[src/rtl/fla_pkg.sv]
// ---------------------------------------------------------------------------
// fla_pkg
// Constants, opcodes and controller/datapath interface types.
// ---------------------------------------------------------------------------
package fla_pkg;

  localparam int POOL_SLOTS = 256;
  localparam int SLOT_W     = 8;
  localparam int LINK_W     = 9;
  localparam logic [LINK_W-1:0] NULL_LINK = LINK_W'(POOL_SLOTS);
  localparam logic [LINK_W-1:0] POOL_TOP  = LINK_W'(POOL_SLOTS - 1);

  typedef enum logic {
    OP_ACQUIRE = 1'b0,
    OP_RELEASE = 1'b1
  } op_t;

  typedef struct packed {
    logic push;        // release: link slot in front of head
    logic pop_start;   // acquire: read link of head
    logic pop_finish;  // acquire: advance head, load result
    logic fail;        // load a failure result
  } ctl_cmd_t;

  typedef struct packed {
    logic head_null;
    logic slot_ok;
  } dp_status_t;

endpackage

[src/rtl/fla_ctrl.sv]
// ---------------------------------------------------------------------------
// fla_ctrl
// Sequencer for the allocator: request handshake, pop state, output valid.
// ---------------------------------------------------------------------------
module fla_ctrl (
  input  logic                clk,
  input  logic                rst,
  input  logic                in_valid,
  output logic                in_stall,
  input  logic                opcode,
  output logic                out_valid,
  input  logic                out_stall,
  output fla_pkg::ctl_cmd_t   cmd,
  input  fla_pkg::dp_status_t status
);
  import fla_pkg::*;

  typedef enum logic [1:0] {
    S_IDLE = 2'b01,
    S_POP  = 2'b10
  } state_t;

  state_t state;
  state_t state_next;
  logic   out_valid_next;
  logic   accept;
  logic   out_free;

  assign out_free = !out_valid || !out_stall;
  assign in_stall = !((state == S_IDLE) && out_free);
  assign accept   = in_valid && !in_stall;

  always_comb begin
    cmd        = '0;
    state_next = state;
    unique case (state)
      S_IDLE: begin
        if (accept) begin
          if (opcode == OP_RELEASE) begin
            if (status.slot_ok) cmd.push = 1'b1;
            else                cmd.fail = 1'b1;
          end else if (status.head_null) begin
            cmd.fail = 1'b1;
          end else begin
            cmd.pop_start = 1'b1;
            state_next    = S_POP;
          end
        end
      end
      S_POP: begin
        cmd.pop_finish = 1'b1;
        state_next     = S_IDLE;
      end
      default: state_next = S_IDLE;
    endcase
  end

  always_comb begin
    out_valid_next = out_valid && out_stall;
    if (cmd.push || cmd.fail || cmd.pop_finish) out_valid_next = 1'b1;
  end

  always_ff @(posedge clk) begin
    if (rst) begin
      state     <= S_IDLE;
      out_valid <= 1'b0;
    end else begin
      state     <= state_next;
      out_valid <= out_valid_next;
    end
  end

endmodule

[src/rtl/fla_datapath.sv]
// ---------------------------------------------------------------------------
// fla_datapath
// Link memory, head pointer, free count and result register.
// ---------------------------------------------------------------------------
module fla_datapath (
  input  logic                       clk,
  input  logic                       rst,
  input  fla_pkg::ctl_cmd_t          cmd,
  output fla_pkg::dp_status_t        status,
  input  logic [fla_pkg::SLOT_W-1:0] slot_in,
  output logic                       granted,
  output logic [fla_pkg::SLOT_W-1:0] slot_out,
  output logic [fla_pkg::LINK_W-1:0] free_count
);
  import fla_pkg::*;

  logic [LINK_W-1:0]     mem [POOL_SLOTS];
  logic [POOL_SLOTS-1:0] written;
  logic [LINK_W-1:0]     head;
  logic [LINK_W-1:0]     free_total;
  logic [LINK_W-1:0]     free_total_next;
  logic [LINK_W-1:0]     rd_data;
  logic                  rd_written;
  logic [LINK_W-1:0]     link;
  logic [SLOT_W-1:0]     head_idx;

  assign head_idx         = head[SLOT_W-1:0];
  assign status.head_null = (head >= NULL_LINK);
  assign status.slot_ok   = (LINK_W'(slot_in) < NULL_LINK);

  // Never-written entries hold the reset chain: slot i -> i-1, slot 0 -> null.
  always_comb begin
    if (rd_written)            link = rd_data;
    else if (head_idx == '0)   link = NULL_LINK;
    else                       link = head - LINK_W'(1);
  end

  always_comb begin
    free_total_next = free_total;
    if (cmd.push && (free_total < NULL_LINK))
      free_total_next = free_total + LINK_W'(1);
    else if (cmd.pop_finish && (free_total != '0))
      free_total_next = free_total - LINK_W'(1);
  end

  always_ff @(posedge clk) begin
    if (cmd.push) mem[slot_in] <= head;
    if (cmd.pop_start) rd_data <= mem[head_idx];
  end

  always_ff @(posedge clk) begin
    if (rst) begin
      written    <= '0;
      head       <= POOL_TOP;
      free_total <= NULL_LINK;
      rd_written <= 1'b0;
    end else begin
      if (cmd.push) begin
        written[slot_in] <= 1'b1;
        head             <= LINK_W'(slot_in);
      end else if (cmd.pop_finish) begin
        head <= (link > NULL_LINK) ? NULL_LINK : link;
      end
      if (cmd.pop_start) rd_written <= written[head_idx];
      free_total <= free_total_next;
    end
  end

  always_ff @(posedge clk) begin
    if (cmd.push) begin
      granted    <= 1'b1;
      slot_out   <= slot_in;
      free_count <= free_total_next;
    end else if (cmd.pop_finish) begin
      granted    <= 1'b1;
      slot_out   <= head_idx;
      free_count <= free_total_next;
    end else if (cmd.fail) begin
      granted    <= 1'b0;
      slot_out   <= '0;
      free_count <= free_total;
    end
  end

endmodule

[src/rtl/free_list_slot_allocator.sv]
// ---------------------------------------------------------------------------
// free_list_slot_allocator
// LIFO free list over a fixed pool of slots, one result per request.
// ---------------------------------------------------------------------------
// Usage:
//   Input channel (in_valid/in_stall) carries opcode and slot_in. An acquire
//   pops the head of the free list; a release pushes slot_in as new head.
//   Output channel (out_valid/out_stall) returns granted, slot_out and the
//   free count after the request. Every request gives exactly one result.
// Timing:
//   Release and a failed acquire: result is valid in the cycle after acceptance.
//   Successful acquire: passes through S_POP for the synchronous read of the
//   link memory at the head slot before the head can advance.
//   Sustained rate: one request per cycle for releases while out_stall is low;
//   an acquire holds off new requests in S_POP. One request at a time.
// Stall:
//   The result register holds while out_stall is high; a new request is
//   accepted in the same cycle the pending result is taken.
// Reset:
//   The list runs from the top slot down to slot 0 and the count is full.
//   Per-entry written flags stand in for the initial link chain, so there
//   is no clearing pass; requests are taken in the first cycle after reset.
// ---------------------------------------------------------------------------
module free_list_slot_allocator (
  input  logic                       clk,
  input  logic                       rst,
  input  logic                       in_valid,
  output logic                       in_stall,
  input  logic                       opcode,
  input  logic [fla_pkg::SLOT_W-1:0] slot_in,
  output logic                       out_valid,
  input  logic                       out_stall,
  output logic                       granted,
  output logic [fla_pkg::SLOT_W-1:0] slot_out,
  output logic [fla_pkg::LINK_W-1:0] free_count
);
  import fla_pkg::*;

  ctl_cmd_t   cmd;
  dp_status_t status;

  // Sequencer: handshake, pop wait state, result valid.
  fla_ctrl u_ctrl (
    .clk       (clk),
    .rst       (rst),
    .in_valid  (in_valid),
    .in_stall  (in_stall),
    .opcode    (opcode),
    .out_valid (out_valid),
    .out_stall (out_stall),
    .cmd       (cmd),
    .status    (status)
  );

  // Link memory, head, count and the result register.
  fla_datapath u_dp (
    .clk        (clk),
    .rst        (rst),
    .cmd        (cmd),
    .status     (status),
    .slot_in    (slot_in),
    .granted    (granted),
    .slot_out   (slot_out),
    .free_count (free_count)
  );

endmodule

[config.mk]
export PLATFORM = sky130hd
export DESIGN_NAME = free_list_slot_allocator
export DESIGN_NICKNAME = d
export VERILOG_FILES = /design/src/rtl/fla_pkg.sv /design/src/rtl/fla_ctrl.sv /design/src/rtl/fla_datapath.sv /design/src/rtl/free_list_slot_allocator.sv
export SDC_FILE = /design/constraint.sdc
export NUM_CORES = 2
export LEC_CHECK = 0
export BUFFER_PORTS_ARGS = -buffer_cell sky130_fd_sc_hd__buf_2
export CAP_MARGIN = 10
export CORE_UTILIZATION = 65
export CTS_BUF_LIST = sky130_fd_sc_hd__clkbuf_8
export CTS_CLUSTER_SIZE = 24
export DETAILED_ROUTE_END_ITERATION = 12
export PLACE_DENSITY_LB_ADDON = 0.15
export SLEW_MARGIN = 20
export SYNTH_ARGS = -nofsm -noshare
export SYNTH_HDL_FRONTEND = slang
export SYNTH_SLANG_ARGS = --single-unit
[constraint.sdc]
create_clock -name clk -period 8.8 [get_ports clk]
set_clock_uncertainty 0.1 [all_clocks]
set_input_delay 0.88 -clock clk [delete_from_list [all_inputs] [get_ports clk]]
set_output_delay 0.88 -clock clk [all_outputs]
set_load 0.05 [all_outputs]
==> reports/metrics.cfg <==
[finish]
syn2layout_area_growth_pct = 10.2
drive_gt1_share_pct = 25.1
nNetsFinal = 5408
n_fill_cell = 8964
design_area_mm2 = 0.110

[placement]
dpl_cell_area_mm2 = 0.103
gp_congestion = 0.879
place_ws_ps = 4240
port_buffers = 32
dp_hpwl_mm = 147

[timing]
finalCritPeriodShare_pct = 54.7
hold_viol_final = 0
fin_crit_ps = 4810
worstMarginPinSlew_ps = 1290
finalSetupTns_ps = 0
relSlewSlack_pct = 13.6
rsz0062_at_grt = no
fin_ws_ps = 3990
finalMaxSlewViolations = 0
setup_violations = 0
fmax_ghz = 0.208

[yosys]
yosysSeqAreaShare_pct = 75.4
synthTopCellsByArea = edfxtp_1 (70%), mux4_2 (15%), dfxtp_1 (5.6%)
synth_edf_count = 2330
ys_seq_elements = 2609
synth_warnings = 0
syn_area_mm2 = 0.100
syn_area_per_cell_um2 = 19.6
netlist-cell-type-count = 67
synth_top_area_share_pct = 69.8
synthesis.nets = 5142
ys_dominant_reg_cell = edfxtp_1
netlist_top_cells_count = edfxtp_1 (2330), nor2_1 (720), mux4_2 (668)
syn_inst = 5126
yosysMostFrequentCell = edfxtp_1
synth_area_leader_cell = edfxtp_1
async_flop_share_pct = 0

[worst_setup_path]
cp-end-kind = flip-flop
worstSetupPathType = reg -> reg
cp_max_fo = 92
cpPeakStageDelay_ps = 1110
worstPathCellList = clkinv_1, nor2_1, o221ai_1, a211oi_1, a311oi_1
reg2reg_depth = 5
path_depth = 5
crit_path_start_kind = flip-flop
cpMaxStageDelayCell = clkinv_1
cp.required_ps = 9450
crit_family = compound AO/OA/AOI/OAI gates
cp.buffers_inverters = 1
worstPathArrival_ps = 5460

[clock_tree]
cts_buffers = 407
clk_latency_ps = 1030
postCtsSetupRepairBufs = 0
path_clk_slew_ps = 60
cts_resized = 0
cts_tree = yes
clock-root-buffer = clkbuf_8
cts_sinks = 2609
cts_max_path_buffers = 4
cts_hold_buf = 0
htreeDepth = 5

[outcome]
outcome = finished, final reports clean

[floorplan]
die_h_um = 395
start_util_pct = 65.8
num_io_pins = 33
chipWidth_um = 395
core_mm2 = 0.152
core.rowCount = 143
die-area_mm2 = 0.156

[detailed_routing]
drt_pass1_iterations = 6
drtAntennaViolNets = 0
vias = 53135
drc = 0
totalWireLength_mm = 251
drt_iter0_markers = 8065
vias_per_cell = 6.85
wl_per_cell_um = 32.4

[power_and_ir_drop]
total_leakage_power_uw = 0.0334
fin_total_pwr_uw = 24700
vdd_ir_drop_max_mv = 0.172
power_density_mw_per_mm2 = 224

[global_route]
grt_first_pass_wirelength_mm = 361
antenna_found_initial = 17
grt_max_degree = 180
grt_remaining_overflow = 0
grt_use_total_pct = 32.5
grt_pass1_vias = 51778

[hold_path]
holdPathStages = 4
hp-class = in -> reg

[flow_run]
drv_cap = 0

==> layout by cell type (no fill, tap or decap), types with 23 or more instances in the layout <==
cell / instances
edfxtp_1: 2330
o21ai_0: 24
clkbuf_8: 457
a221oi_1: 23
nand2_1: 55
nor3_1: 25
o22ai_1: 40
nor2_1: 683
buf_2: 31
buf_4: 121
inv_1: 176
a22oi_1: 143
a21oi_1: 173
nor2b_1: 27
nor2_2: 36
clkinv_2: 37
mux4_2: 668
clkinv_1: 61
dfxtp_1: 270
mux2i_1: 51
==> worst paths after layout <==
path                            startpoint                       endpoint  slack, ps
min                               in_valid      u_dp.granted$_SDFFE_PP1P_        130
max reg2reg      u_dp.head[7]$_SDFFE_PP1P_      u_dp.rd_data[4]$_DFFE_PP_       3990
max              u_dp.head[7]$_SDFFE_PP1P_      u_dp.rd_data[4]$_DFFE_PP_       3990
min reg2reg  u_dp.written[47]$_SDFFE_PP0P_  u_dp.written[47]$_SDFFE_PP0P_        360
==> area by class of cell <==
type / count / area (um^2) / share of cell area (%)
Antenna cell: 7 / 17.5 / 0.0159
Clock buffer: 457 / 6290 / 5.69
Clock inverter: 276 / 1340 / 1.21
Inverter: 14 / 52.6 / 0.0476
Multi-Input combinational cell: 2192 / 23300 / 21.1
Sequential cell: 2609 / 75600 / 68.4
Tap cell: 2030 / 2540 / 2.30
Timing Repair Buffer: 168 / 1370 / 1.24
==> sequential cells by signal (all words and copies together), names as in the netlist <==
name	cells
u_dp.free_count	9
u_dp.granted	1
u_dp.slot_out	8
u_dp.rd_written	1
u_dp.rd_data	9
u_dp.free_total	9
u_dp.mem	2304
u_dp.written	256
u_ctrl.out_valid	1
u_dp.head	9
u_ctrl.state	2
==> metal layers <==
layer,part of all wire [%],vias to the layer above,GRT usage [%]
met3,13,540,9.40
met5,0.025,-,0
met1,38,27422,47.7
met4,3.5,10,12.4
li1,-,21457,-
met2,46,3706,47.1
==> tightest hold or removal path, cell delays in order <==
cell	delay (ps)
buf_2	120
nand3_1	80
o21ai_0	80
nand2_1	60
==> kinds of logic after synthesis <==
group / synth area share [%]
mux: 15.6
fa+ha+maj: 0.0374
xor+xnor: 0.105
compound gates: 3.24
flops: 75.4
buf+inv: 1.62
simple gates: 4.02
==> power breakdown <==
group | internal (uW) | leakage, uW | switching (uW) | total [uW]
logic | 525 | 0.00811 | 1020 | 1540
clock network | 4990 | 0.00453 | 4560 | 9560
registers | 13600 | 0.0208 | 59.7 | 13600
total | 19100 | 0.0334 | 5640 | 24700
==> stage by stage <==
step,hold slack (ps),cells,utilization [%]
floorplan,331,5126,-
global placement,341,7012,67.4
detailed placement,349,7013,67.4
CTS,55.1,7746,72.4
global route,102,7747,72.5
finish,128,7753,72.5
No activity file was read; power rests on OpenSTA's default activity.
